File: src/hw/rtl/sorted_unique_set_engine_core_macros.svh
// assertion macros shared by the sorted set engine rtl
`ifndef SORTED_UNIQUE_SET_ENGINE_CORE_MACROS_SVH
`define SORTED_UNIQUE_SET_ENGINE_CORE_MACROS_SVH

`ifndef ASSERT_OFF

// property must hold at every clock edge outside reset
`define SUS_ASSERT(lbl, clk, rst, prop, msg) \
  lbl: assert property (@(posedge clk) disable iff (rst) (prop)) else $error(msg);

// condition must never be seen at a clock edge outside reset
`define SUS_ASSERT_NEVER(lbl, clk, rst, cond, msg) \
  lbl: assert property (@(posedge clk) disable iff (rst) !(cond)) else $error(msg);

`else

`define SUS_ASSERT(lbl, clk, rst, prop, msg)

`define SUS_ASSERT_NEVER(lbl, clk, rst, cond, msg)

`endif

`endif

File: src/hw/rtl/sus_pkg.sv
// types and constants of the sorted set engine
`timescale 1ns / 1ps
`default_nettype none

package sus_pkg;

  localparam int CAPACITY = 256;
  localparam int IDX_W    = $clog2(CAPACITY);
  localparam int CNT_W    = $clog2(CAPACITY + 1);
  localparam int VAL_W    = 32;

  localparam logic [1:0] KIND_INSERT = 2'd0;
  localparam logic [1:0] KIND_REMOVE = 2'd1;
  localparam logic [1:0] KIND_CLEAR  = 2'd2;

  typedef enum logic [2:0] {
    RES_INSERTED = 3'd0,
    RES_PRESENT  = 3'd1,
    RES_REMOVED  = 3'd2,
    RES_ABSENT   = 3'd3,
    RES_FULL     = 3'd4,
    RES_CLEARED  = 3'd5
  } status_t;

  typedef struct packed {
    logic [1:0]       kind;
    logic [VAL_W-1:0] value;
  } req_t;

  typedef struct packed {
    status_t          status;
    logic [CNT_W-1:0] position;
    logic [CNT_W-1:0] entry_count;
    logic [CNT_W-1:0] earliest_modified;
    logic [VAL_W-1:0] revision;
  } rsp_t;

  typedef struct packed {
    logic             rd_en;
    logic [IDX_W-1:0] rd_addr;
    logic             wr_en;
    logic [IDX_W-1:0] wr_addr;
    logic [VAL_W-1:0] wr_data;
  } mem_req_t;

endpackage

`default_nettype wire

File: src/hw/rtl/sus_ctrl.sv
// sequencer: lower-bound search, tail shift and bookkeeping of the sorted set
`timescale 1ns / 1ps
`default_nettype none
`include "sorted_unique_set_engine_core_macros.svh"

module sus_ctrl import sus_pkg::*; (
  input  wire logic             clk,
  input  wire logic             rst,
  input  wire logic             req_valid,
  output logic                  req_stall,
  input  wire req_t             req,
  output logic                  res_valid,
  input  wire logic             res_ready,
  output rsp_t                  res,
  output mem_req_t              mem,
  input  wire logic [VAL_W-1:0] mem_rd_data
);

  typedef enum logic [3:0] {
    S_IDLE,
    S_SRCH,
    S_SCMP,
    S_HCHK,
    S_DECIDE,
    S_UP,
    S_DN,
    S_PUT,
    S_ZERO,
    S_RESP
  } state_t;

  state_t           state;
  logic [1:0]       op_kind;
  logic [VAL_W-1:0] op_value;
  logic [CNT_W-1:0] lo;
  logic [CNT_W-1:0] hi;
  logic [CNT_W-1:0] mid;
  logic             hit;
  logic [CNT_W-1:0] idx;
  logic [CNT_W-1:0] cnt;
  logic [CNT_W-1:0] mark;
  logic [VAL_W-1:0] rev;

  logic [CNT_W-1:0] mid_next;
  logic [CNT_W-1:0] cnt_m1;
  logic [CNT_W-1:0] lo_p1;
  logic [CNT_W-1:0] idx_p1;
  logic [CNT_W-1:0] idx_m1;
  logic [CNT_W-1:0] mark_next;

  assign mid_next  = lo + ((hi - lo) >> 1);
  assign cnt_m1    = cnt - CNT_W'(1);
  assign lo_p1     = lo + CNT_W'(1);
  assign idx_p1    = idx + CNT_W'(1);
  assign idx_m1    = idx - CNT_W'(1);
  assign mark_next = (lo < mark) ? lo : mark;
  assign req_stall = (state != S_IDLE);

  // memory requests follow the state; read data is registered and used in the following state
  always_comb begin
    mem = '0;
    case (state)
      S_SRCH: begin
        if (lo < hi) begin
          mem.rd_en   = 1'b1;
          mem.rd_addr = mid_next[IDX_W-1:0];
        end else if (lo < cnt) begin
          mem.rd_en   = 1'b1;
          mem.rd_addr = lo[IDX_W-1:0];
        end
      end
      S_DECIDE: begin
        if (op_kind == KIND_INSERT) begin
          if (!hit && cnt < CNT_W'(CAPACITY) && cnt > lo) begin
            mem.rd_en   = 1'b1;
            mem.rd_addr = cnt_m1[IDX_W-1:0];
          end
        end else if (hit && lo_p1 < cnt) begin
          mem.rd_en   = 1'b1;
          mem.rd_addr = lo_p1[IDX_W-1:0];
        end
      end
      S_UP: begin
        mem.wr_en   = 1'b1;
        mem.wr_addr = idx_p1[IDX_W-1:0];
        mem.wr_data = mem_rd_data;
        if (idx != lo) begin
          mem.rd_en   = 1'b1;
          mem.rd_addr = idx_m1[IDX_W-1:0];
        end
      end
      S_DN: begin
        mem.wr_en   = 1'b1;
        mem.wr_addr = idx_m1[IDX_W-1:0];
        mem.wr_data = mem_rd_data;
        if (idx != cnt_m1) begin
          mem.rd_en   = 1'b1;
          mem.rd_addr = idx_p1[IDX_W-1:0];
        end
      end
      S_PUT: begin
        mem.wr_en   = 1'b1;
        mem.wr_addr = lo[IDX_W-1:0];
        mem.wr_data = op_value;
      end
      S_ZERO: begin
        mem.wr_en   = 1'b1;
        mem.wr_addr = cnt_m1[IDX_W-1:0];
        mem.wr_data = '0;
      end
      default: begin
        mem = '0;
      end
    endcase
  end

  always_ff @(posedge clk) begin
    if (rst) begin
      state     <= S_IDLE;
      cnt       <= '0;
      mark      <= CNT_W'(CAPACITY);
      rev       <= '0;
      res_valid <= 1'b0;
    end else begin
      case (state)
        S_IDLE: begin
          if (req_valid) begin
            op_kind  <= req.kind;
            op_value <= req.value;
            lo       <= '0;
            hi       <= cnt;
            case (req.kind)
              KIND_INSERT, KIND_REMOVE: begin
                state <= S_SRCH;
              end
              KIND_CLEAR: begin
                mark      <= CNT_W'(CAPACITY);
                res       <= '{status: RES_CLEARED, position: '0, entry_count: cnt,
                               earliest_modified: CNT_W'(CAPACITY), revision: rev};
                res_valid <= 1'b1;
                state     <= S_RESP;
              end
              default: begin
                state <= S_IDLE;
              end
            endcase
          end
        end
        S_SRCH: begin
          if (lo < hi) begin
            mid   <= mid_next;
            state <= S_SCMP;
          end else if (lo < cnt) begin
            state <= S_HCHK;
          end else begin
            hit   <= 1'b0;
            state <= S_DECIDE;
          end
        end
        S_SCMP: begin
          if (mem_rd_data < op_value) begin
            lo <= mid + CNT_W'(1);
          end else begin
            hi <= mid;
          end
          state <= S_SRCH;
        end
        S_HCHK: begin
          hit   <= (mem_rd_data == op_value);
          state <= S_DECIDE;
        end
        S_DECIDE: begin
          if (op_kind == KIND_INSERT) begin
            if (hit || cnt >= CNT_W'(CAPACITY)) begin
              res       <= '{status: hit ? RES_PRESENT : RES_FULL, position: lo,
                             entry_count: cnt, earliest_modified: mark, revision: rev};
              res_valid <= 1'b1;
              state     <= S_RESP;
            end else if (cnt > lo) begin
              idx   <= cnt_m1;
              state <= S_UP;
            end else begin
              state <= S_PUT;
            end
          end else begin
            if (!hit) begin
              res       <= '{status: RES_ABSENT, position: lo, entry_count: cnt,
                             earliest_modified: mark, revision: rev};
              res_valid <= 1'b1;
              state     <= S_RESP;
            end else if (lo_p1 < cnt) begin
              idx   <= lo_p1;
              state <= S_DN;
            end else begin
              state <= S_ZERO;
            end
          end
        end
        S_UP: begin
          if (idx == lo) begin
            state <= S_PUT;
          end else begin
            idx <= idx_m1;
          end
        end
        S_DN: begin
          if (idx == cnt_m1) begin
            state <= S_ZERO;
          end else begin
            idx <= idx_p1;
          end
        end
        S_PUT: begin
          cnt       <= cnt + CNT_W'(1);
          rev       <= rev + VAL_W'(1);
          mark      <= mark_next;
          res       <= '{status: RES_INSERTED, position: lo, entry_count: cnt + CNT_W'(1),
                         earliest_modified: mark_next, revision: rev + VAL_W'(1)};
          res_valid <= 1'b1;
          state     <= S_RESP;
        end
        S_ZERO: begin
          cnt       <= cnt_m1;
          rev       <= rev + VAL_W'(1);
          mark      <= mark_next;
          res       <= '{status: RES_REMOVED, position: lo, entry_count: cnt_m1,
                         earliest_modified: mark_next, revision: rev + VAL_W'(1)};
          res_valid <= 1'b1;
          state     <= S_RESP;
        end
        S_RESP: begin
          if (res_ready) begin
            res_valid <= 1'b0;
            state     <= S_IDLE;
          end
        end
        default: begin
          state <= S_IDLE;
        end
      endcase
    end
  end

  `SUS_ASSERT(a_cnt_bound, clk, rst, cnt <= CNT_W'(CAPACITY), "entry count above capacity")
  `SUS_ASSERT(a_mark_bound, clk, rst, mark <= CNT_W'(CAPACITY), "modified mark out of range")
  `SUS_ASSERT(a_rev_with_cnt, clk, rst, (!$past(rst) && rev != $past(rev)) |-> (cnt != $past(cnt)), "revision moved without a change of count")
  `SUS_ASSERT(a_accept_search, clk, rst, (req_valid && !req_stall && (req.kind == KIND_INSERT || req.kind == KIND_REMOVE)) |=> (state == S_SRCH), "insert or remove did not start a search")
  `SUS_ASSERT(a_res_hold, clk, rst, (res_valid && !res_ready) |=> (res_valid && $stable(res)), "pending result dropped or changed")
  `SUS_ASSERT_NEVER(a_no_write_search, clk, rst, mem.wr_en && (state == S_SRCH || state == S_SCMP || state == S_HCHK), "store written during search")

endmodule

`default_nettype wire

File: config.mk
export PLATFORM = sky130hd
export DESIGN_NAME = sus_ctrl
export DESIGN_NICKNAME = d
export VERILOG_FILES = /design/src/hw/rtl/sus_pkg.sv /design/src/hw/rtl/sus_ctrl.sv
export VERILOG_INCLUDE_DIRS = /design/src /design/src/hw/rtl
export SDC_FILE = /design/constraint.sdc
export NUM_CORES = 1
export LEC_CHECK = 0
export ABC_AREA = 1
export BUFFER_PORTS_ARGS = -buffer_cell sky130_fd_sc_hd__buf_2
export CORE_UTILIZATION = 40
export CTS_BUF_LIST = sky130_fd_sc_hd__clkbuf_2
export DETAILED_ROUTE_END_ITERATION = 10
export PLACE_DENSITY_LB_ADDON = 0.15
export RECOVER_POWER = 25
export SETUP_SLACK_MARGIN = 0.05
export SYNTH_ARGS = -nofsm -noshare
export SYNTH_HDL_FRONTEND = slang
export SYNTH_SLANG_ARGS = --single-unit
export TNS_END_PERCENT = 1
File: constraint.sdc
create_clock -name clk -period 10.95 [get_ports clk]
set_input_delay 1.6425 -clock clk [delete_from_list [all_inputs] [get_ports clk]]
set_output_delay 1.6425 -clock clk [all_outputs]
set_load 0.02 [all_outputs]
-- Yosys cells after proc, flatten, opt, wreduce, memory -nomap -nowiden
Index checks and enable logic that the tools add are counted.
- input port bits: 70
- output and inout bits: 114
- word-level logic and storage cells: 154
- register bits after elaboration: 188
- $lt $le $gt $ge: 8
- equal/unequal tests: 33
- mux-type cells: 58
- bitwise gates (word level): 1
- $add $sub $neg: 9
- reduce and logical (&&, ||, !) cells: 28
- operator list (cell ; number):
    $mux W62 ; 5
    $pmux W62 S4 ; 1
    $mux W9 ; 21
    $pmux W41 S4 ; 1
    $pmux W9 S2 ; 4
    $add A9 B1 Y9 const B ; 4
    $lt A9 B9 Y1 ; 4
    $pmux W4 S9 ; 1
    $pmux W9 S4 ; 1
    $add A32 B1 Y32 const B ; 1
    $eq A32 B32 Y1 ; 1
    $lt A32 B32 Y1 ; 1
    $mux W4 ; 8
    $pmux W9 S3 ; 1
    $ne A2 B2 Y1 const B ; 10
    $eq A9 B9 Y1 ; 2
    $ne A3 B3 Y1 const B ; 6
    $ne A9 B9 Y1 ; 2
    $sub A9 B1 Y9 const B ; 2
    $eq A4 B3 Y1 const B ; 4
    $reduce_and A4 Y1 ; 4
    $reduce_and A6 Y1 ; 2
    $reduce_bool A4 Y1 ; 3
    $add A9 B8 Y9 ; 1
    other kinds (27) ; 47

-- Longest topological paths before layout
Gate-level depths: netlist (run 1).
- depth in word-level cells: 6
- gate-level depth with buffers: 22
- depth with buffers taken out: 21

-- Least setup slack after synthesis (run 1)
Ideal clock, no wire load.
- kind: input to register
- from: input port rst
- to: register res[0] (netlist bit), enable pin
- stages on the path: 5
- buffers on the path: 2
- arrival: 6.292 ns
- setup slack: 4.099 ns
- cell sequence: clkbuf_1 > inv_1 > buf_6 > nand2_1 > nor3_1
- cells in the longest elaborated chain, start to end: 2
- ends and longest elaborated chain (what ; RTL line ; source):
    start, declared ; sus_ctrl.sv:8 ; input wire logic rst,
    $not A1 Y1 (no source line) ; n/a ;
    $reduce_and A6 Y1 (no source line) ; n/a ;
    end signal, assigned ; sus_ctrl.sv:138 ; res <= '{status: RES_CLEARED, position: '0, entry_count: cnt,
    end signal, assigned ; sus_ctrl.sv:175 ; res <= '{status: hit ? RES_PRESENT : RES_FULL, position: lo,
    end signal, assigned ; sus_ctrl.sv:187 ; res <= '{status: RES_ABSENT, position: lo, entry_count: cnt,
    end, declared ; sus_ctrl.sv:14 ; output rsp_t res,
Every way passes these cells.
A chain may end at the register's enable or synchronous reset.

-- Worst setup path in the final report (run 1)
- from: register state[1]
- to: register res[43] (netlist bit), enable pin
- cells in the longest elaborated chain, start to end: 3
- elaborated cells on any way between the ends: 10
- ends and longest elaborated chain (what ; RTL line ; source):
    start, declared ; sus_ctrl.sv:32 ; state_t state;
    start signal, assigned ; sus_ctrl.sv:119 ; state <= S_IDLE;
    start signal, assigned ; sus_ctrl.sv:134 ; state <= S_SRCH;
    start signal, assigned ; sus_ctrl.sv:141 ; state <= S_RESP;
    $eq A4 B3 Y1, or another cell as far along ; sus_ctrl.sv:125 ; case (state)
    $ne A3 B3 Y1 (no source line), or another cell as far along ; n/a ;
    $reduce_and A6 Y1 (no source line) (*) ; n/a ;
Every way passes the cells marked *; elsewhere a longest branch is shown, timed or not.

==> results of run 1 <==
-- power by group through the flow --
stage	Clock, mW	Sequential, mW	Combinational (mW)
floorplan	0	1.18	1.19
global route	0.386	1.14	2.03
global placement	0	1.14	1.81
detailed placement	0	1.14	1.81
CTS	0.367	1.12	1.82
finish	0.353	1.12	1.82
-- final cells by class --
type,count,area [um2]
clock inverters,15,134
fillers,3061,16100
inverters,219,822
flip-flops and latches,188,5090
diodes,1,2.50
multi-input cells,1057,5930
clock buffers,17,85.1
well taps,390,488
repair buffers,192,953
-- worst max path at each step --
stage	end	start	slack, ps	cells after the start
floorplan	res[0]$_DFFE_PP_	rst	4100	5
global placement	mem[46]	lo[2]$_SDFFCE_PN0P_	5950	17
detailed placement	mem[46]	lo[2]$_SDFFCE_PN0P_	5890	17
CTS	mem[47]	lo[0]$_SDFFCE_PN0P_	4890	16
global route	res[43]$_DFFE_PP_	state[1]$_SDFFE_PP0P_	3980	10
finish	res[43]$_DFFE_PP_	state[1]$_SDFFE_PP0P_	4630	10
-- cells in the mapped netlist (3+ instances only) --
master / n / area (um2)
sky130_fd_sc_hd__nand2_1: 341 / 1280
sky130_fd_sc_hd__inv_1: 204 / 766
sky130_fd_sc_hd__edfxtp_1: 133 / 3990
sky130_fd_sc_hd__nor2_1: 125 / 469
sky130_fd_sc_hd__o21ai_0: 99 / 495
sky130_fd_sc_hd__ha_1: 83 / 1040
sky130_fd_sc_hd__nand3_1: 83 / 415
sky130_fd_sc_hd__a21oi_1: 80 / 400
sky130_fd_sc_hd__dfxtp_1: 55 / 1100
sky130_fd_sc_hd__xor2_1: 37 / 324
sky130_fd_sc_hd__nand4_1: 32 / 200
sky130_fd_sc_hd__nor3_1: 31 / 155
sky130_fd_sc_hd__clkbuf_1: 28 / 105
sky130_fd_sc_hd__o211ai_1: 14 / 105
sky130_fd_sc_hd__or2_2: 12 / 75.1
sky130_fd_sc_hd__inv_2: 11 / 41.3
sky130_fd_sc_hd__nor4_1: 10 / 62.6
sky130_fd_sc_hd__xnor2_1: 10 / 87.6
sky130_fd_sc_hd__buf_2: 9 / 45.0
sky130_fd_sc_hd__nand2_2: 9 / 56.3
sky130_fd_sc_hd__nand3b_1: 9 / 67.6
sky130_fd_sc_hd__o221ai_1: 9 / 78.8
sky130_fd_sc_hd__a31oi_1: 8 / 50.1
sky130_fd_sc_hd__nor2_2: 8 / 50.1
sky130_fd_sc_hd__o2111ai_1: 8 / 70.1
sky130_fd_sc_hd__a22oi_1: 7 / 52.6
sky130_fd_sc_hd__nor3_2: 6 / 60.1
sky130_fd_sc_hd__clkinv_1: 4 / 15.0
sky130_fd_sc_hd__nor2_4: 3 / 33.8
sky130_fd_sc_hd__nor3b_1: 3 / 22.5
-- per-stage QoR --
| stage | cell area, um2 | util [%] | total power [mW] | worst slack, ps |
|---|---|---|---|---|
| 2_1_floorplan | 12000 | - | 2.38 | 4100 |
| 3_3_place_gp | 13300 | 45.0 | 2.95 | 5950 |
| 3_5_place_dp | 13300 | 45.0 | 2.95 | 5890 |
| 4_1_cts | 13600 | 45.7 | 3.31 | 4890 |
| 5_1_grt | 13500 | 45.6 | 3.56 | 3980 |
| 6_report | 13500 | 45.6 | 3.30 | 4630 |
-- registers in the layout, summed over array words and instances, names as in the netlist, 2 cells and up --
| register | flops |
|---|---|
| cnt | 9 |
| hi | 9 |
| idx | 9 |
| lo | 9 |
| mark | 9 |
| mid | 9 |
| op_kind | 2 |
| op_value | 32 |
| res | 62 |
| rev | 32 |
| state | 4 |
-- worst max-delay path: stages, from the launching register on --
cell and delay [ps]:
sky130_fd_sc_hd__dfxtp_1 490, sky130_fd_sc_hd__nand2_1 100, sky130_fd_sc_hd__nor2_1 610, sky130_fd_sc_hd__inv_1 820, sky130_fd_sc_hd__nand2_2 230, sky130_fd_sc_hd__clkbuf_1 1950, sky130_fd_sc_hd__nor2_2 530, sky130_fd_sc_hd__inv_1 250
sky130_fd_sc_hd__nor2_1 90, sky130_fd_sc_hd__nor3_2 150, sky130_fd_sc_hd__buf_4 610
-- cells by family after synthesis --
family | share of synthesized area (%)
simple gates | 25.6
buf+inv | 8.39
compound gates | 11.3
flops | 42.3
fa+ha+maj | 8.96
xor+xnor | 3.42
-- cell usage in the layout, fill, tap and decap left out, drive strengths merged, types with 9 or more instances in the layout --
master	count
nand2	351
inv	222
buf	182
nor2	136
edfxtp	133
o21ai	102
nand3	87
ha	83
a21oi	81
dfxtp	55
xor2	37
nor3	37
nand4	33
clkbuf	27
or2	16
o211ai	14
xnor2	10
nor4	10
clkinv	10
o221ai	9
nand3b	9
-- metal layers --
metal / global-route usage, % / vias up / wire (um)
met4: 6.99 / 4 / 776
met2: 38.3 / 391 / 16300
met3: 4.03 / 49 / 2330
met1: 33.1 / 4999 / 17100
li1: - / 5407 / -
met5: 0 / - / 23
==> insert_results.sql, run 1 <==
INSERT INTO impl_metrics (metric_group, metric, value, unit) VALUES
('outcome', 'outcome', 'complete, but fails checks', ''),
('outcome', 'failed_checks', 'capacitance limit, slew limit', ''),
('floorplan', 'pin_count', '184', ''),
('sta', 'report.final.setup_viol', '0', ''),
('critical_path', 'crit_required', '11410', 'ps'),
('cts', 'cts_root_buf', 'sky130_fd_sc_hd__clkbuf_2', ''),
('sta', 'final-hold-violation-count', '0', ''),
('worst_hold_path', 'hp-start', 'mark[6]$_SDFFE_PP0P_', ''),
('global_routing', 'grt_pass1_vias', '10300', ''),
('place', 'placed_cell_count', '2046', ''),
('cts', 'post-cts-setup-buffer-count', '0', ''),
('power', 'total_leakage_power', '6.06', 'nW'),
('sta', 'period_minus_slack', '6320', 'ps'),
('routing', 'route.final.wire_length', '36500', 'um'),
('cts', 'clock_latency', '830', 'ps'),
('floorplan', 'floorplan.initialDensity', '40.6', '%'),
('synth', 'syn_area', '0.0120', 'mm2'),
('critical_path', 'worst-r2r-setup-slack', '4630', 'ps'),
('cts', 'number_of_clock_buffers_inserted_by_tritoncts', '17', ''),
('sta', 'grt_setup_unrepaired', 'false', ''),
('floorplan', 'die_height', '175', 'um'),
('layout', 'finalNetCount', '1830', ''),
('power', 'power.internal', '1.62', 'mW'),
('critical_path', 'worstReg2RegEnd', 'res[43]$_DFFE_PP_', ''),
('synth', 'synthDistinctLibCells', '53', ''),
('worst_hold_path', 'hold_path_depth', '2', ''),
('flow_run', 'maxCapViolCount', '3', ''),
('layout', 'areaGrowthSynthToFinish', '12.3', '%'),
('synth', 'synth_top_flop_cell', 'sky130_fd_sc_hd__edfxtp_1', ''),
('place', 'hpwlAfterDp', '28300', 'um'),
('global_routing', 'grt_first_pass_wirelength', '56800', 'um'),
('synth', 'postSynthCellCount', '1505', ''),
('floorplan', 'core_area', '0.0296', 'mm2'),
('cts', 'clk_pin_slew', '320', 'ps'),
('sta', 'maxSlewHeadroom', '-83.0', '%'),
('sta', 'tightestPinTransition', '2740', 'ps'),
('synth', 'synth_seq_area_share', '42.3', '%'),
('cts', 'cts_resized', '0', ''),
('critical_path', 'worstSetupStartpointType', 'flip-flop', ''),
('floorplan', 'fp.dieArea', '0.0308', 'mm2'),
('power', 'netSwitchingPower', '1.67', 'mW'),
('sta', 'timing.hold.ws', '485', 'ps'),
('layout', 'fin_cells', '2079', ''),
('global_routing', 'maximum_number_of_pins_on_one_net_before_global_route_repair', '63', ''),
('critical_path', 'worstRegToRegCells', '10', ''),
('cts', 'tritoncts', 'done', ''),
('power', 'comb_power_share', '55.2', '%'),
('routing', 'detail_route.drc_violations', '0', ''),
('sta', 'worst_clock_skew', '53.2', 'ps'),
('cts', 'numClockSinks', '188', ''),
('sta', 'final_min_period_over_clock_period', '57.7', '%'),
('power', 'power.share.switching', '50.7', '%'),
('critical_path', 'worst_ep_arrival_time', '6780', 'ps'),
('worst_hold_path', 'worst_hold_path_type', 'flip-flop to flip-flop', ''),
('global_routing', 'antenna_found_initial', '3', ''),
('critical_path', 'regToRegStartpoint', 'state[1]$_SDFFE_PP0P_', ''),
('synth', 'synth.net_count', '1660', ''),
('floorplan', 'fp.dieW', '175', 'um'),
('worst_hold_path', 'timing.hold.worst_endpoint', 'mark[6]$_SDFFE_PP0P_', ''),
('place', 'port_buffers', '183', ''),
('sta', 'final_max_slew_viol_count', '145', ''),
('cts', 'clockBufferDepth', '2', ''),
('synth', 'synth_async_sr_flop_share', '0', '%'),
('routing', 'detailedRoute.firstPassIterationCount', '9', ''),
('routing', 'wire_per_inst', '17.6', 'um'),
('critical_path', 'endpoint_kind', 'flip-flop', ''),
('power', 'clockPowerShare', '10.7', '%'),
('global_routing', 'overflow', '0', ''),
('sta', 'setup_tns', '0', 'ps'),
('routing', 'route.antenna.remaining_nets', '0', ''),
('place', 'globalplace.congestion', '0.974', '');
Note: power is estimated with default switching activity, not from simulation.
==> run 2, diff against run 1 <==
ABC_AREA = 0   (was 1)
clock period = 5.2 ns   (was 10.95 ns; I/O delays follow)
==> run 2 against run 1 <==
Net effect: the run now ends clean; final area decreased by 2.7%; synthesized area down 3.8%; die area shrank 3.8%; sequential share of layout area up 1.1 points; critical path depth unchanged; worst hold slack lost 360 ps; utilization grew 1.1 points; non-clock buffer count is 16 higher; setup slack lost 4400 ps; total power grew 62%; routed wire length down 8.7%; largest power group unchanged.
==> insert_results.sql, run 2 <==
INSERT INTO impl_metrics (metric_group, metric, value, unit) VALUES
('routing', 'wire_per_inst', '19.4', 'um'),
('worst_hold_path', 'hold_path_depth', '1', ''),
('cts', 'cts.htree.levels', '4', ''),
('power', 'comb_power_share', '45.2', '%'),
('cts', 'clock_latency', '780', 'ps'),
('global_routing', 'maximum_number_of_pins_on_one_net_before_global_route_repair', '63', ''),
('sta', 'grt_setup_unrepaired', 'true', ''),
('synth', 'synth_edf_count', '133', ''),
('synth', 'postSynthCellCount', '1163', ''),
('layout', 'fin_cells', '1719', ''),
('routing', 'detailroute.via_count', '9352', ''),
('synth', 'yosys_warning_total', '0', ''),
('floorplan', 'pin_count', '184', ''),
('sta', 'final_max_slew_viol_count', '0', ''),
('synth', 'synth_seq_area_share', '44.0', '%'),
('power', 'totalPowerFinal', '5.33', 'mW'),
('floorplan', 'fp.dieArea', '0.0296', 'mm2'),
('sta', 'maxSlewHeadroom', '18.1', '%'),
('critical_path', 'crit_slowest_cell', 'sky130_fd_sc_hd__edfxtp_1', ''),
('synth', 'synth_async_sr_flop_share', '0', '%'),
('power', 'power_per_cell_area', '406', 'mW/mm2'),
('routing', 'detail_route.drc_violations', '0', ''),
('routing', 'route.detailed.vias_per_inst', '5.44', ''),
('layout', 'fin_util', '46.7', '%'),
('floorplan', 'die_height', '172', 'um'),
('critical_path', 'critical_path_class', 'flip-flop to output pin', ''),
('synth', 'netlist_top_cells_count', '133 x sky130_fd_sc_hd__edfxtp_1, 119 x sky130_fd_sc_hd__nand2_1, 83 x sky130_fd_sc_hd__ha_1, 77 x sky130_fd_sc_hd__inv_1, 71 x sky130_fd_sc_hd__xnor2_1', ''),
('layout', 'areaGrowthSynthToFinish', '13.5', '%'),
('floorplan', 'floorplan.initialDensity', '41.1', '%'),
('sta', 'tightestPinTransition', '1220', 'ps'),
('layout', 'mostFrequentLayoutCell', 'sky130_fd_sc_hd__edfxtp_1', ''),
('critical_path', 'worstSetupStartpointType', 'flip-flop', ''),
('critical_path', 'worstReg2RegEnd', 'idx[3]$_DFFE_PP_', ''),
('synth', 'synthDistinctLibCells', '83', ''),
('routing', 'route.antenna.remaining_nets', '0', ''),
('sta', 'period_minus_slack', '5020', 'ps'),
('cts', 'cts_root_buf', 'sky130_fd_sc_hd__clkbuf_2', ''),
('layout', 'postLayoutCellArea', '0.0131', 'mm2'),
('power', 'seq_power_share', '38.8', '%'),
('outcome', 'outcome', 'finished, final reports clean', ''),
('global_routing', 'total_global_route_track_usage', '22.6', '%'),
('place', 'globalplace.congestion', '0.991', ''),
('critical_path', 'max_stage_delay', '720', 'ps'),
('layout', 'most-common-layout-cells', '133 x sky130_fd_sc_hd__edfxtp_1, 119 x sky130_fd_sc_hd__nand2_1, 117 x sky130_fd_sc_hd__buf_2, 83 x sky130_fd_sc_hd__ha_1, 76 x sky130_fd_sc_hd__inv_1', ''),
('cts', 'clk_pin_slew', '370', 'ps'),
('global_routing', 'grt_pass1_vias', '8862', ''),
('worst_hold_path', 'timing.hold.worst_endpoint', 'op_value[25]$_DFFE_PP_', ''),
('sta', 'final_min_period_over_clock_period', '96.5', '%'),
('routing', 'detailedRoute.firstPassIterationCount', '5', ''),
('floorplan', 'placementRows', '61', ''),
('routing', 'met3WireLength', '2380', 'um'),
('worst_hold_path', 'hp-start', 'req[25]', ''),
('layout', 'num_antenna_cells', '0', ''),
('routing', 'topRoutingLayerUsed', 'met5', ''),
('synth', 'synth_top_flop_cell', 'sky130_fd_sc_hd__edfxtp_1', ''),
('critical_path', 'worst_setup_sp', 'lo[5]$_SDFFCE_PN0P_', ''),
('routing', 'wl_met1', '14800', 'um'),
('global_routing', 'antenna_found_initial', '1', ''),
('floorplan', 'fp.dieW', '172', 'um'),
('critical_path', 'critical_path.cell_chain', 'inv_1, ha_1, and3_1, a21boi_0, o41ai_4, buf_4, nor3b_2, a22oi_1, o211ai_1, buf_2', ''),
('critical_path', 'endpoint_kind', 'output pin', ''),
('cts', 'numClockSinks', '188', ''),
('layout', 'n_fill_cell', '2761', ''),
('power', 'clockPowerShare', '16.0', '%'),
('layout', 'registers.top_by_ff_count', 'res', ''),
('place', 'port_buffers', '183', ''),
('worst_hold_path', 'worst_hold_path_type', 'input pin to flip-flop', ''),
('power', 'total_leakage_power', '5.31', 'nW'),
('synth', 'syn_area', '0.0116', 'mm2'),
('sta', 'worst_clock_skew', '60.4', 'ps'),
('power', 'power.internal', '2.96', 'mW'),
('cts', 'tritoncts', 'done', ''),
('place', 'post_dp_cell_area', '0.0129', 'mm2'),
('cts', 'cts_hold_repair.buffers', '0', ''),
('synth', 'post_synth.cell_area_avg', '9.95', 'um2'),
('sta', 'final-hold-violation-count', '0', ''),
('critical_path', 'worst-r2r-setup-slack', '1460', 'ps'),
('synth', 'synth.most_common_cell', 'sky130_fd_sc_hd__edfxtp_1', ''),
('global_routing', 'grt_first_pass_wirelength', '50600', 'um'),
('critical_path', 'worst_ep_arrival_time', '4240', 'ps'),
('sta', 'report.final.setup_viol', '0', ''),
('critical_path', 'crit_path_max_fanout', '10', ''),
('power', 'netSwitchingPower', '2.38', 'mW'),
('synth', 'netlist.area_leader.share', '34.5', '%'),
('layout', 'largest_register_ff_count', '62', ''),
('critical_path', 'crit_required', '4420', 'ps'),
('floorplan', 'core_area', '0.0282', 'mm2'),
('power', 'peakVddDrop', '205', 'uV'),
('flow_run', 'maxCapViolCount', '0', ''),
('critical_path', 'regToRegStartpoint', 'lo[5]$_SDFFCE_PN0P_', ''),
('cts', 'clockBufferDepth', '2', ''),
('layout', 'largestRegisters', 'res x62, op_value x32, rev x32', ''),
('place', 'hpwlAfterDp', '24800', 'um'),
('cts', 'number_of_clock_buffers_inserted_by_tritoncts', '17', ''),
('sta', 'max_freq', '199', 'MHz'),
('sta', 'timing.hold.ws', '129', 'ps'),
('routing', 'route.met2.wl', '15200', 'um'),
('layout', 'final_layout_size_suffix_gt1_share', '16.0', '%'),
('synth', 'synth.top_cells.by_area', 'sky130_fd_sc_hd__edfxtp_1 34%, sky130_fd_sc_hd__dfxtp_1 9.5%, sky130_fd_sc_hd__ha_1 9.0%', ''),
('synth', 'synth_seq_cells', '188', ''),
('place', 'placed_cell_count', '1684', ''),
('global_routing', 'overflow', '0', ''),
('routing', 'route.final.wire_length', '33300', 'um'),
('critical_path', 'worstRegToRegCells', '11', ''),
('synth', 'synth.net_count', '1318', ''),
('routing', 'drt-initial-drc-count', '756', ''),
('synth', 'synth_largest_area_cell', 'sky130_fd_sc_hd__edfxtp_1', ''),
('layout', 'finalNetCount', '1483', ''),
('power', 'power.share.switching', '44.6', '%');
## run 2: cell count changes after synthesis, sizes merged, moves of 19 or more
| cell | previous run | this run |
|---|---|---|
| nand3 | 87 | 39 |
| inv | 215 | 77 |
| xnor2 | 10 | 73 |
| clkbuf | 28 | 47 |
| a21o | 1 | 23 |
| nor2 | 136 | 62 |
| o21ai | 102 | 62 |
| a21oi | 81 | 45 |
| and2 | 0 | 41 |
| nand2 | 351 | 119 |
## run 2: metrics by stage
step	TNS [ps]	setup WS (ps)
2_1_floorplan	0	905
5_1_grt	-188	-101
4_1_cts	0	80.2
3_5_place_dp	0	867
6_report	0	182
3_3_place_gp	0	904
## run 2: repair_timing
action	4_1_cts	5_1_grt
pin swaps	0	1
setup buffers	3	0
resized for setup	3	4
endpoints found under the setup margin	4	9
## run 2: layout make-up
| class | count | area [um2] | share of cell area (%) |
|---|---|---|---|
| Sequential cell | 188 | 5100 | 38.8 |
| Multi-Input combinational cell | 835 | 5960 | 45.3 |
| Timing Repair Buffer | 208 | 1020 | 7.77 |
| Clock buffer | 17 | 85.1 | 0.647 |
| Tap cell | 378 | 473 | 3.60 |
| Inverter | 78 | 297 | 2.26 |
| Clock inverter | 15 | 211 | 1.61 |
## run 2: power by group through the flow
stage | Combinational, mW | Sequential (mW) | Clock [mW]
2_1_floorplan | 1.66 | 2.08 | 0
3_3_place_gp | 2.37 | 2.10 | 0
3_5_place_dp | 2.38 | 2.10 | 0
4_1_cts | 2.41 | 2.07 | 0.888
5_1_grt | 2.62 | 2.10 | 0.935
6_report | 2.41 | 2.07 | 0.852
## run 2: metal layers
layer	track usage, %	vias up
met5	0	-
met2	36.1	378
li1	-	4531
met4	6.96	2
met1	30.5	4382
met3	5.01	59
## run 2: kinds of logic (layout without fill, tap and decap cells)
kind of cell    count (synthesis)  count (layout)  share of synthesized area [%]
compound gates                240             240                           14.6
xor+xnor                      102             102                           7.97
fa+ha+maj                      85              85                           9.32
buf+inv                       140             318                           4.81
flops                         188             188                           44.0
mux                            25              25                           2.27
simple gates                  383             383                           17.1
## run 2: worst max-delay path by stage
stage,cells past startpoint,end,slack (ps)
CTS,10,mem[41],80
global placement,16,mem[47],900
global route,17,mem[47],-100
floorplan,6,res[0]$_DFFE_PP_,910
finish,10,mem[46],180
detailed placement,16,mem[47],870
## run 2: critical path, delay by kind of cell, from the launching register on
kind                       cells  cell delay (ps)
buffers and inverters          3              700
and+or+nand+nor                2              760
AOI/OAI and AO/OA              4              840
adders and majority gates      1              430
DFF                            1              720
==> run 3, diff against run 2 <==
MAX_ROUTING_LAYER = met4   (was not set)
==> run 3 against run 2 <==
Net effect: critical path type unchanged; via count grew 1.3%; highest routed layer is now met4; sequential share of layout area shrank 0.11 points; sequential cell count did not move; final area grew 0.30%; global-route usage increased by 0.86 points; count of clock-buffer cells in the layout stayed put; fmax about the same; sequential power barely moved; register-to-register slack worse by 110 ps.
==> insert_results.sql, run 3 (synthesized netlist as in run 2, its figures left out) <==
INSERT INTO impl_metrics (metric_group, metric, value, unit) VALUES
('routing', 'drt-initial-drc-count', '746', ''),
('critical_path', 'critical_path_class', 'flip-flop to output pin', ''),
('floorplan', 'placementRows', '61', ''),
('cts', 'clockBufferDepth', '2', ''),
('layout', 'fin_cells', '1725', ''),
('layout', 'finalNetCount', '1486', ''),
('critical_path', 'worstSetupStartpointType', 'flip-flop', ''),
('global_routing', 'maximum_number_of_pins_on_one_net_before_global_route_repair', '63', ''),
('sta', 'final_min_period_over_clock_period', '96.5', '%'),
('critical_path', 'critical_path.cell_chain', 'buf_6, clkinvlp_4, buf_4, ha_1, nor2b_1, o21a_1, nor2_1, xnor2_1, ha_1, nor2b_1, o21ai_0, nand2b_1, a31o_2, xor2_1, a221oi_1, o2111ai_1, buf_2', ''),
('cts', 'cts_hold_repair.buffers', '0', ''),
('critical_path', 'crit_slowest_cell', 'sky130_fd_sc_hd__edfxtp_1', ''),
('sta', 'setup_tns', '0', 'ps'),
('place', 'port_buffers', '183', ''),
('sta', 'grt_setup_unrepaired', 'true', ''),
('routing', 'route.antenna.remaining_nets', '0', ''),
('cts', 'clk_pin_slew', '400', 'ps'),
('sta', 'period_minus_slack', '5020', 'ps'),
('global_routing', 'grt_first_pass_wirelength', '50900', 'um'),
('floorplan', 'floorplan.initialDensity', '41.1', '%'),
('critical_path', 'crit_required', '4420', 'ps'),
('power', 'peakVddDrop', '169', 'uV'),
('power', 'comb_power_share', '45.3', '%'),
('layout', 'postLayoutCellArea', '0.0132', 'mm2'),
('critical_path', 'endpoint_kind', 'output pin', ''),
('global_routing', 'total_global_route_track_usage', '23.5', '%'),
('global_routing', 'grt.met1_usage', '30.6', '%'),
('place', 'globalplace.congestion', '0.982', ''),
('worst_hold_path', 'worst_hold_path_type', 'input pin to flip-flop', ''),
('power', 'netSwitchingPower', '2.36', 'mW'),
('critical_path', 'worst_ep_arrival_time', '4240', 'ps'),
('layout', 'areaGrowthSynthToFinish', '13.9', '%'),
('global_routing', 'antenna_found_initial', '3', ''),
('cts', 'cts_root_buf', 'sky130_fd_sc_hd__clkbuf_2', ''),
('layout', 'final_layout_size_suffix_gt1_share', '16.3', '%'),
('layout', 'registers.top_by_ff_count', 'res', ''),
('sta', 'max_freq', '199', 'MHz'),
('floorplan', 'die_height', '172', 'um'),
('layout', 'largest_register_ff_count', '62', ''),
('floorplan', 'fp.dieArea', '0.0296', 'mm2'),
('sta', 'report.final.setup_viol', '0', ''),
('critical_path', 'crit_path_max_fanout', '4', ''),
('outcome', 'outcome', 'finished, final reports clean', ''),
('critical_path', 'max_stage_delay', '430', 'ps'),
('sta', 'worst_clock_skew', '99.8', 'ps'),
('power', 'clockPowerShare', '16.2', '%'),
('place', 'post_dp_cell_area', '0.0129', 'mm2'),
('layout', 'most-common-layout-cells', '133 x sky130_fd_sc_hd__edfxtp_1, 119 x sky130_fd_sc_hd__nand2_1, 117 x sky130_fd_sc_hd__buf_2, 83 x sky130_fd_sc_hd__ha_1, 76 x sky130_fd_sc_hd__inv_1', ''),
('floorplan', 'fp.dieW', '172', 'um'),
('cts', 'numClockSinks', '188', ''),
('routing', 'route.detailed.vias_per_inst', '5.49', ''),
('routing', 'detail_route.drc_violations', '0', ''),
('routing', 'detailroute.via_count', '9478', ''),
('layout', 'largestRegisters', 'res x62, op_value x32, rev x32', ''),
('power', 'totalPowerFinal', '5.36', 'mW'),
('critical_path', 'worst_path_dominant_cell_family', 'compound AO/OA/AOI/OAI gates', ''),
('layout', 'mostFrequentLayoutCell', 'sky130_fd_sc_hd__edfxtp_1', ''),
('routing', 'wire_per_inst', '19.6', 'um'),
('power', 'power.internal', '3.01', 'mW'),
('place', 'placed_cell_count', '1684', ''),
('sta', 'final-hold-violation-count', '0', ''),
('power', 'total_leakage_power', '5.34', 'nW'),
('cts', 'cts.htree.levels', '4', ''),
('critical_path', 'timing.critical_path.buf_inv', '4', ''),
('global_routing', 'grt_pass1_vias', '9048', ''),
('sta', 'tightestPinTransition', '1270', 'ps'),
('power', 'power_per_cell_area', '407', 'mW/mm2'),
('global_routing', 'met2_usage', '36.8', '%'),
('cts', 'tritoncts', 'done', ''),
('sta', 'maxSlewHeadroom', '14.7', '%'),
('cts', 'clock_latency', '830', 'ps'),
('cts', 'number_of_clock_buffers_inserted_by_tritoncts', '17', ''),
('floorplan', 'core_area', '0.0282', 'mm2'),
('global_routing', 'use_met3', '4.74', '%'),
('global_routing', 'overflow', '0', ''),
('layout', 'multiInputGateArea', '0.00596', 'mm2'),
('routing', 'detailedRoute.firstPassIterationCount', '5', ''),
('layout', 'n_fill_cell', '2784', ''),
('sta', 'final_max_slew_viol_count', '0', ''),
('flow_run', 'maxCapViolCount', '0', ''),
('power', 'seq_power_share', '38.5', '%'),
('power', 'power.share.switching', '43.9', '%'),
('place', 'hpwlAfterDp', '25200', 'um'),
('floorplan', 'pin_count', '184', ''),
('layout', 'ff_latch_area', '0.00510', 'mm2'),
('global_routing', 'globalRoute.busiestLayer', 'met2', ''),
('routing', 'route.final.wire_length', '33700', 'um');
==> run 3: per-layer routing <==
layer  wire [um]  vias to the layer above
met5           0                        -
met4         849                        0
met3        2450                       64
met2       15400                      421
li1            -                     4543
met1       15000                     4450
==> run 3: final timing paths <==
check / from / end / slack (ps) / cells after the start
max: lo[1]$_SDFFCE_PN0P_ / mem[47] / 180 / 17
min: req[29] / op_value[29]$_DFFE_PP_ / 120 / 1
max reg2reg: state[2]$_SDFFE_PP0P_ / mark[7]$_SDFFE_PP0P_ / 1350 / 5
min reg2reg: mark[3]$_SDFFE_PP0P_ / mark[3]$_SDFFE_PP0P_ / 500 / 2
==> run 3: per-stage QoR <==
step / setup WS, ps / util (%) / hold slack (ps)
floorplan: 905 / - / 451
detailed placement: 872 / 45.8 / 476
finish: 181 / 46.8 / 122
CTS: 47.0 / 46.9 / 50.8
global route: -9.07 / 46.8 / 30.8
global placement: 924 / 45.8 / 460
==> run 3: timing repair <==
item	CTS	global route
endpoints found under the setup margin	2	8
gates cloned	0	0
gates resized for setup	4	3
setup buffers	2	4
pin swaps	0	3
==> run 3: worst reg2reg max path: stages (launching register included) <==
cell                       delay (ps)
sky130_fd_sc_hd__dfxtp_1          710
sky130_fd_sc_hd__nor2b_1          530
sky130_fd_sc_hd__nand3_1          690
sky130_fd_sc_hd__nand2_1          870
sky130_fd_sc_hd__o211ai_1         670
sky130_fd_sc_hd__mux2i_1          260
==> run 3: area by class of cell <==
| type | count | area share [%] |
|---|---|---|
| flip-flops and latches | 188 | 38.7 |
| repair buffers | 211 | 7.94 |
| clock inverters | 15 | 1.61 |
| inverters | 78 | 2.25 |
| clock buffers | 17 | 0.645 |
| diodes | 3 | 0.0570 |
| well taps | 378 | 3.59 |
| multi-input cells | 835 | 45.2 |
==> run 3: power by group through the flow <==
stage          Combinational [mW]  Clock (mW)  Sequential (mW)
5_1_grt                      2.65       0.947             2.09
6_report                     2.43       0.869             2.06
2_1_floorplan                1.66           0             2.08
3_5_place_dp                 2.39           0             2.09
4_1_cts                      2.42       0.900             2.06
3_3_place_gp                 2.39           0             2.09
